### config.mk
export PLATFORM = sky130hd
export DESIGN_NAME = pntg_div
export DESIGN_NICKNAME = d
export VERILOG_FILES = /design/src/hdl/pntg_div.sv
export SDC_FILE = /design/constraint.sdc
export NUM_CORES = 1
export LEC_CHECK = 0
export BUFFER_PORTS_ARGS = -buffer_cell sky130_fd_sc_hd__buf_2
export CORE_AREA = 2 2 188 190
export DETAILED_ROUTE_END_ITERATION = 8
export DIE_AREA = 0 0 190 192
export GPL_ROUTABILITY_DRIVEN = 1
export PLACE_DENSITY_LB_ADDON = 0.05
export RECOVER_POWER = 25
export SLEW_MARGIN = 25
export SYNTH_ARGS = -nofsm -noshare
export SYNTH_HDL_FRONTEND = slang
export SYNTH_SLANG_ARGS = --single-unit
### constraint.sdc
create_clock -name clk -period 2.7 [get_ports clk]
set_clock_uncertainty 0.2 [all_clocks]
set_input_delay 0.135 -clock clk [delete_from_list [all_inputs] [get_ports clk]]
set_output_delay 0.135 -clock clk [all_outputs]
set_load 0.01 [all_outputs]
### src/hdl/pntg_div.sv
// Pipelined restoring divider, one quotient bit per stage, with a sideband payload.
module pntg_div #(
  parameter int NW = 16,
  parameter int DW = 8,
  parameter int QW = 8,
  parameter int SW = 1
) (
  input  logic          clk,
  input  logic          rst_n,
  input  logic          en,
  input  logic          in_valid,
  input  logic [NW-1:0] in_num,
  input  logic [DW-1:0] in_den,
  input  logic [SW-1:0] in_side,
  output logic          out_valid,
  output logic [QW-1:0] out_quo,
  output logic [SW-1:0] out_side
);

  localparam int RW = (NW > DW + QW) ? NW : DW + QW;

  logic [RW-1:0] rem_in   [QW];
  logic [DW-1:0] den_in   [QW];
  logic [QW-1:0] quo_in   [QW];
  logic [SW-1:0] side_in  [QW];
  logic          vld_in   [QW];
  logic [RW-1:0] dsh      [QW];
  logic          ge       [QW];
  logic [QW-1:0] quo_nxt  [QW];
  logic [RW-1:0] rem_r    [QW];
  logic [DW-1:0] den_r    [QW];
  logic [QW-1:0] quo_r    [QW];
  logic [SW-1:0] side_r   [QW];
  logic          vld_r    [QW];

  for (genvar i = 0; i < QW; i++) begin : g_stage
    if (i == 0) begin : g_first
      assign rem_in[i]  = RW'(in_num);
      assign den_in[i]  = in_den;
      assign quo_in[i]  = '0;
      assign side_in[i] = in_side;
      assign vld_in[i]  = in_valid;
    end else begin : g_next
      assign rem_in[i]  = rem_r[i-1];
      assign den_in[i]  = den_r[i-1];
      assign quo_in[i]  = quo_r[i-1];
      assign side_in[i] = side_r[i-1];
      assign vld_in[i]  = vld_r[i-1];
    end

    assign dsh[i] = RW'(den_in[i]) << (QW - 1 - i);
    assign ge[i]  = rem_in[i] >= dsh[i];

    always_comb begin
      quo_nxt[i] = quo_in[i];
      quo_nxt[i][QW-1-i] = ge[i];
    end

    always_ff @(posedge clk) begin
      if (!rst_n) begin
        vld_r[i] <= 1'b0;
      end else if (en) begin
        vld_r[i] <= vld_in[i];
      end
    end

    always_ff @(posedge clk) begin
      if (en) begin
        rem_r[i]  <= ge[i] ? rem_in[i] - dsh[i] : rem_in[i];
        den_r[i]  <= den_in[i];
        quo_r[i]  <= quo_nxt[i];
        side_r[i] <= side_in[i];
      end
    end
  end

  assign out_valid = vld_r[QW-1];
  assign out_quo   = quo_r[QW-1];
  assign out_side  = side_r[QW-1];

endmodule

# [Yosys cells after proc, flatten, opt, wreduce, memory -nomap -nowiden]
# Memories as Yosys holds them, arrays and structs flattened.
# Index checks and enable logic that the tools add are counted.
[totals] ff_bits=0 ramBits=272 memories=5 output_inout_bits=10
[mem_list] name="rem_r" depth=8 word_bits=16 read_ports=7 rd_ports_with_merged_regs=0 write_ports=8 line="30" rtl="logic [RW-1:0] rem_r [QW];"
[mem_list] name="den_r" depth=8 word_bits=8 read_ports=7 rd_ports_with_merged_regs=0 write_ports=8 line="31" rtl="logic [DW-1:0] den_r [QW];"
[mem_list] name="quo_r" depth=8 word_bits=8 read_ports=8 rd_ports_with_merged_regs=0 write_ports=8 line="32" rtl="logic [QW-1:0] quo_r [QW];"
[mem_list] name="side_r" depth=8 word_bits=1 read_ports=8 rd_ports_with_merged_regs=0 write_ports=8 line="33" rtl="logic [SW-1:0] side_r [QW];"
[mem_list] name="vld_r" depth=8 word_bits=1 read_ports=8 rd_ports_with_merged_regs=0 write_ports=8 line="34" rtl="logic vld_r [QW];"
[classes] order_cmp=8 bitwise_logic=8 addsub=8 mux=21
[op_table] operator="$mux 16" count=8
[op_table] operator="$ge 16x10->1" count=1
[op_table] operator="$ge 16x11->1" count=1
[op_table] operator="$ge 16x12->1" count=1
[op_table] operator="$ge 16x13->1" count=1
[op_table] operator="$ge 16x14->1" count=1
[op_table] operator="$ge 16x15->1" count=1
[op_table] operator="$ge 16x8->1" count=1
[op_table] operator="$ge 16x9->1" count=1
[op_table] operator="$sub 16x10->16" count=1
[op_table] operator="$sub 16x11->16" count=1
[op_table] operator="$sub 16x12->16" count=1
[op_table] operator="$sub 16x13->16" count=1
[op_table] operator="$sub 16x14->16" count=1
[op_table] operator="$sub 16x15->16" count=1
[op_table] operator="$sub 16x8->16" count=1
[op_table] operator="$sub 16x9->16" count=1
[op_table] operator="$mux 1" count=13
[op_table] operator="$or 1x1->1" count=8

# [Logic depth before layout (Yosys ltp)]
# Gate-level depths: netlist of run 1.
[depth] word_depth=4 ltp_mapped=10

# [Worst setup path before layout of run 1]
# No wires, ideal clock.
[synth_timing] path_type="flip-flop to flip-flop" startpoint="memory rem_r[4][2] in the netlist's numbering" endpoint="memory rem_r[5][11] in the netlist's numbering, data pin" stages_incl_launch_ff=10 setup_slack_ns=0.002 arrival_time_ns=2.240 required_time_ns=2.242 synth_period_minus_slack_ns=2.698 cell_sequence="edfxtp_1 inv_1 ha_1 fa_1 nand2b_1 a21oi_1 o41a_1 nor4_2 and4bb_2 xor2_1"
[synth_rtl] element="start, declared" line="30"

==> results.json, run 1 <==
{
  "synth_top_family_by_area": "compound AO/OA/AOI/OAI gates",
  "synth_compound_area_share_pct": 10.28,
  "cp.required_ns": 2.78,
  "status": "completed",
  "numClockSinks": 220,
  "drive_above_1_share_pct": 19.76,
  "seq_area_um2": 6596,
  "gp_congestion": 0.9059,
  "tns_ns": 0,
  "antenna_left": 0,
  "intPower_mw": 8.043,
  "cts_buffers": 27,
  "slew_viol_final": 0,
  "grt_start_max_net_pins": 78,
  "syn_area_um2": 10850,
  "crit_start": "rem_r[4][2]",
  "synth-edff-count": 219,
  "rows": 68,
  "ir_drop_uv": 477.4,
  "coreArea_um2": 34290,
  "synth_most_common_cell": "edfxtp_1",
  "dpl_worst_slack_ns": -0.2759,
  "cp.arrival_ns": 2.70,
  "vias": 6952,
  "clockBufferDepth": 3,
  "tightest_slew_ns": 0.6263,
  "multi_input_area_um2": 4136,
  "post_synth_and_or_nand_nor_area_fraction_pct": 10.22,
  "gr-usage-all-layers_pct": 12.03,
  "dr.pass1.iters": 4,
  "min_period_ns": 2.618,
  "root_buffer": "clkbuf_16",
  "cts_tree": "done",
  "grt-ovfl-total": 0,
  "clk_latency_ns": 0.54,
  "wl_mm": 21.53,
  "power_switching_mw": 3.247,
  "sequentialPowerShare_pct": 42.8,
  "die_h_um": 192,
  "synth_cell_types": 60,
  "nets": 1092,
  "cts.clk_slew.worst_paths_ns": 0.06,
  "synth_top_area_share_pct": 60.63,
  "end_kind": "flip-flop",
  "leakagePower_nw": 5.151,
  "antenna_found_initial": 0,
  "r2r_cells": 10,
  "path_class": "flip-flop to flip-flop",
  "comb_power_share_pct": 26.3,
  "rsz0062_at_grt": "true",
  "synth_top_cells_by_count": "edfxtp_1, inv_1, ha_1",
  "finalWorstSetupSlack_ns": 0.08156,
  "via_per_inst": 4.739,
  "finalCritPeriodShare_pct": 96.98,
  "power_density_nw_per_um2": 838.1,
  "critical_path.max_fanout": 2,
  "die_x_um": 190,
  "avgSynthCellArea_um2": 12.88,
  "hp-start": "in_side",
  "fillers": 3258,
  "htreeDepth": 1,
  "maxSlewHeadroom_pct": 57.86,
  "start_util_pct": 31.63,
  "synth_nets": 942,
  "synth_mux_area_share_pct": 3.461,
  "yosysSeqAreaShare_pct": 60.81,
  "yosys.area.top_type": "edfxtp_1",
  "setup_violations": 0,
  "worstHoldPathType": "primary input to flip-flop",
  "ys_async_sr_fraction_pct": 0,
  "grt_pass1_vias": 7464,
  "die-area_um2": 36480,
  "ios": 39,
  "numPortBuffers": 38,
  "reg2reg_slack_ns": 0.08,
  "ys.warnings.count": 0,
  "fin_total_pwr_mw": 11.29,
  "synth_fa_ha_area_share_pct": 8.675,
  "drt_first_iter_violations": 213,
  "min_path_cells": 2,
  "wl_per_cell_um": 14.67,
  "place_hpwl_mm": 15.58,
  "max_freq_ghz": 0.3819,
  "cp-start-kind": "flip-flop",
  "grt_pass1_wl_mm": 35.56,
  "cap_violations": 0,
  "n_antenna_cell": 0,
  "holdPathEnd": "side_r[0][0]",
  "drc": 0,
  "ys.flop_type": "edfxtp_1",
  "area_growth_pct": 24.20,
  "synth_area_leaders": "edfxtp_1, ha_1, inv_1",
  "reg2reg_from": "rem_r[4][2]",
  "synth_xor_area_share_pct": 3.311,
  "synth_cells": 842,
  "synth.ff_latch_count": 220,
  "r2r_end": "rem_r[5][13]",
  "final_hold_viol_count": 0,
  "p_clk_share_pct": 30.9,
  "swShare_pct": 28.76
}
-- through the flow --
step           std cells  utilization [%]  hold slack (ns)  instance area, um^2
2_1_floorplan        842                -          0.03387                10850
3_3_place_gp        1377            34.94           0.1163                11980
3_5_place_dp        1377            34.94           0.1188                11980
4_1_cts             1461            38.67          0.07926                13260
5_1_grt             1467            39.29           0.1124                13470
6_report            1467            39.29           0.1258                13470
-- cells by family (layout without fill, tap and decap cells) --
kind of cell,count (synthesis),in the layout
flops,220,220
simple gates,212,212
compound gates,171,171
buf+inv,93,263
fa+ha+maj,71,71
xor+xnor,41,41
mux,34,34
-- cells in the final DEF, fill, tap and decap left out, types with 5 or more instances in the layout --
cell | synthesis | layout
nor4_1 | 10 | 9
edfxtp_1 | 219 | 219
inv_1 | 86 | 85
buf_6 | 0 | 6
buf_2 | 1 | 23
clkbuf_16 | 0 | 27
o21ai_0 | 44 | 39
mux2_2 | 28 | 24
and3_1 | 9 | 9
mux2i_1 | 6 | 6
clkinv_2 | 0 | 9
nor2_2 | 0 | 5
o21ai_1 | 1 | 6
buf_4 | 0 | 52
nand3_1 | 13 | 13
o31a_1 | 10 | 10
a21o_1 | 8 | 8
nor2b_1 | 19 | 17
nand2b_1 | 10 | 8
o21a_1 | 18 | 18
o31ai_1 | 10 | 9
nand2_1 | 34 | 34
xor2_1 | 15 | 15
nand4_1 | 8 | 8
dlygate4sd3_1 | 0 | 30
a21oi_1 | 44 | 42
nor3_1 | 20 | 18
a211oi_1 | 8 | 7
ha_1 | 64 | 59
clkbuf_1 | 4 | 17
xnor2_1 | 26 | 26
nor2_1 | 61 | 56
-- sequential cells by signal (all words and copies together) (netlist names) --
signal,cells
rem_r,112
den_r,56
quo_r,36
side_r,8
vld_r,8
-- final cells by class --
type	count	share of cell area, %
sequential	220	48.96
multi-input combinational	529	30.70
timing repair buffer	128	7.281
clock buffer	32	5.303
tap	455	4.226
inverter	86	2.396
clock inverter	17	1.124
-- how the worst max path moves through the flow --
stage,cells past startpoint,endpoint,slack (ns)
after CTS,6,rem_r[3][10],0.0007
after floorplan,9,rem_r[5][11],0.002
after global placement,6,rem_r[4][9],-0.23
after detailed placement,6,rem_r[4][6],-0.28
after global routing,11,rem_r[4][15],-0.02
final,10,rem_r[5][13],0.08
-- metal layers --
layer	GRT usage (%)	wire length (um)	vias up
li1	-	-	3451
met1	11.62	8045	3347
met2	24.23	11930	103
met3	2.028	640	51
met4	6.082	911	0
met5	0	0	-
-- power by group through the flow --
| stage | Sequential, mW | Clock (mW) | Combinational [mW] |
|---|---|---|---|
| 2_1_floorplan | 4.78 | 0 | 1.96 |
| 3_3_place_gp | 4.89 | 0 | 2.68 |
| 3_5_place_dp | 4.90 | 0 | 2.74 |
| 4_1_cts | 4.83 | 3.63 | 2.85 |
| 5_1_grt | 4.91 | 3.75 | 3.32 |
| 6_report | 4.84 | 3.49 | 2.96 |
-- timing repair --
item | CTS | global route
pin swaps | 8 | 13
hold buffers | 30 | 0
hold endpoints to repair | 67 | 0
resized for setup | 17 | 39
buffers inserted | 5 | 6
endpoints found under the setup margin | 27 | 48
-- worst max-delay path, cell delays in order (launching register included) --
cell	delay (ns)
edfxtp_1	0.39
inv_1	0.08
ha_2	0.18
fa_2	0.21
nand2b_4	0.14
a21oi_4	0.06
o41a_1	0.39
buf_4	0.17
nor3_1	0.26
nand4bb_1	0.21
xnor2_1	0.07
(Power assumes the default switching activity.)
==> inputs of run 2 (changes only) <==
Settings changed: ABC_AREA set to 1, CORE_AREA 2 2 188 190 to 2 2 198 200, DIE_AREA 0 0 190 192 to 0 0 200 202.
==> run 2 against run 1 <==
  * Design area grew 5.9%
  * Sequential cell count is the same
  * Register-to-register slack gained 0.06 ns
  * Synthesized area grew 12%
  * Die area grew 11%
  * Global-route usage grew 2.0 points
  * Clock power grew 5%
  * Sequential power is essentially flat
  * Critical path type unchanged
  * Highest routed layer unchanged
==> results.json, run 2 <==
{
  "dr.pass1.iters": 6,
  "ys.warnings.count": 0,
  "synth_area_leaders": "edfxtp_1, nand2_1, inv_1",
  "synth_cells": 1334,
  "numPortBuffers": 38,
  "place_hpwl_mm": 20.67,
  "grt_pass1_vias": 8969,
  "tns_ns": 0,
  "yosys.area.top_type": "edfxtp_1",
  "met3_usage_pct": 1.819,
  "cts.clk_slew.worst_paths_ns": 0.06,
  "syn_area_um2": 12150,
  "final_hold_viol_count": 0,
  "end_kind": "flip-flop",
  "rsz0062_at_grt": "false",
  "cp-start-kind": "flip-flop",
  "largest_reg_flops": 112,
  "leakagePower_nw": 6.472,
  "htreeDepth": 1,
  "use_met2_pct": 28.25,
  "path_class": "flip-flop to flip-flop",
  "die_h_um": 202,
  "final_cell_count_no_fill": 1976,
  "clk_latency_ns": 0.54,
  "grt_start_max_net_pins": 57,
  "root_buffer": "clkbuf_16",
  "synth_most_common_cell": "nand2_1",
  "min_period_ns": 2.559,
  "synth_nets": 1434,
  "cts_tree": "done",
  "fillers": 3905,
  "critical_path.max_fanout": 4,
  "synth-edff-count": 219,
  "via_per_inst": 4.335,
  "comb_power_share_pct": 29.1,
  "maxSlewHeadroom_pct": 64.37,
  "swShare_pct": 33.37,
  "vias": 8566,
  "ys.flop_type": "edfxtp_1",
  "intPower_mw": 7.957,
  "die_x_um": 200,
  "status": "completed",
  "wl_per_cell_um": 13.66,
  "top_usage_layer": "met2",
  "final_cell_mix": "nand2_1, inv_1, edfxtp_1",
  "nets": 1537,
  "avgSynthCellArea_um2": 9.107,
  "drt_first_iter_violations": 354,
  "top_register": "rem_r",
  "synth_top_area_share_pct": 54.13,
  "sequentialPowerShare_pct": 40.3,
  "die-area_um2": 40400,
  "cap_violations": 0,
  "final_common_cell": "nand2_1",
  "synth_top_cells_by_count": "nand2_1, inv_1, edfxtp_1",
  "cp.arrival_ns": 2.66,
  "cts_buffers": 27,
  "slew_viol_final": 0,
  "grt_pass1_wl_mm": 44.74,
  "grtUsageMet1_pct": 14.64,
  "ys_async_sr_fraction_pct": 0,
  "tightest_slew_ns": 0.5344,
  "clockBufferDepth": 3,
  "drc": 0,
  "grt-ovfl-total": 0,
  "yosysSeqAreaShare_pct": 54.29,
  "max_freq_ghz": 0.3908,
  "setup_violations": 0,
  "ir_drop_uv": 431.1,
  "reg_top3": "rem_r: 112 flops, den_r: 56 flops, quo_r: 36 flops",
  "drive_above_1_share_pct": 9.259,
  "p_clk_share_pct": 30.6,
  "n_antenna_cell": 0,
  "finalCritPeriodShare_pct": 94.78,
  "rows": 72,
  "gp_congestion": 0.7959,
  "numClockSinks": 220,
  "synth.ff_latch_count": 220,
  "coreArea_um2": 38290,
  "power_density_nw_per_um2": 837.4,
  "worstHoldPathType": "primary input to flip-flop",
  "antenna_left": 0,
  "gr-usage-all-layers_pct": 14.01,
  "wl_mm": 26.98,
  "post-place-cells": 1897,
  "cp.required_ns": 2.81,
  "start_util_pct": 31.73,
  "synth_cell_types": 38,
  "power_switching_mw": 3.985,
  "area_growth_pct": 17.38,
  "ios": 39,
  "antenna_found_initial": 0
}
## run 2: changes by cell type after synthesis, sizes merged, moves of 12 or more
cell	before	now
o21a	18	2
nor2b	19	0
nand2	34	457
nor2	61	113
mux2	28	0
nand3	13	92
o21ai	46	24
nor3	20	8
inv	86	238
xnor2	26	8
## run 2: through the flow
| step | cell area (um^2) | hold WS, ns | power, mW | setup slack [ns] | util (%) |
|---|---|---|---|---|---|
| after floorplan | 12150 | 0.03387 | 7.414 | 0.5850 | - |
| after global placement | 13080 | 0.1116 | 8.367 | 0.1228 | 34.17 |
| after detailed placement | 13080 | 0.1159 | 8.381 | 0.1185 | 34.17 |
| after CTS | 14270 | 0.07736 | 12.15 | 0.07991 | 37.27 |
| after global routing | 14260 | 0.09533 | 12.86 | 0.01877 | 37.25 |
| final | 14260 | 0.1035 | 11.94 | 0.1410 | 37.25 |
## run 2: layout make-up
| type | instances | area, um^2 | area share [%] |
|---|---|---|---|
| clock buffer | 32 | 714.4 | 5.010 |
| clock inverter | 18 | 182.7 | 1.281 |
| inverter | 238 | 893.4 | 6.264 |
| multi-input combinational | 870 | 4606 | 32.30 |
| sequential | 220 | 6596 | 46.25 |
| tap | 518 | 648.1 | 4.545 |
| timing repair buffer | 80 | 620.6 | 4.352 |
## run 2: per-layer routing
layer  vias up  routed length [um]
met4         0                 847
li1       4521                   -
met5         -                   0
met2        80               14980
met3        49                 568
met1      3916               10580
## run 2: worst paths after layout
path,start,to,slack (ns),cells past startpoint
setup reg to reg,den_r[3][0],rem_r[4][13],0.14,8
hold reg to reg,quo_r[0][30],quo_r[1][6],0.21,0
hold / removal,in_side,side_r[0][0],0.10,2
setup / recovery,den_r[3][0],rem_r[4][13],0.14,8
## run 2: timing repair
action / in CTS / in global routing
endpoints found under the setup margin: 0 / 13
hold buffers: 29 / 0
endpoints found under the hold margin: 89 / 0
resized for setup: 0 / 3
buffers inserted: 0 / 0
## run 2: power groups by stage
stage                     Clock [mW]  Combinational (mW)  Sequential (mW)
after floorplan                    0                2.65             4.77
after global placement             0                3.46             4.90
after detailed placement           0                3.48             4.90
after CTS                       3.79                3.53             4.83
after global routing            3.92                4.05             4.88
final                           3.65                3.48             4.82
## run 2: cells by family (layout without fill, tap and decap cells)
kind of cell / count (synthesis) / in the layout / share of synthesized area, %
flops: 220 / 220 / 54.29
compound gates: 73 / 73 / 3.584
simple gates: 699 / 699 / 24.55
xor+xnor: 27 / 27 / 1.946
fa+ha+maj: 71 / 71 / 7.745
buf+inv: 244 / 368 / 7.878
## run 2: critical path: stages, from the launching register on
cell and delay, ns:
edfxtp_1 0.40, ha_1 0.23, fa_1 0.40, o21ai_0 0.42
nand3_1 0.31, nand2_1 0.19, nor2_1 0.06, nand3_2 0.06
nand2_1 0.04
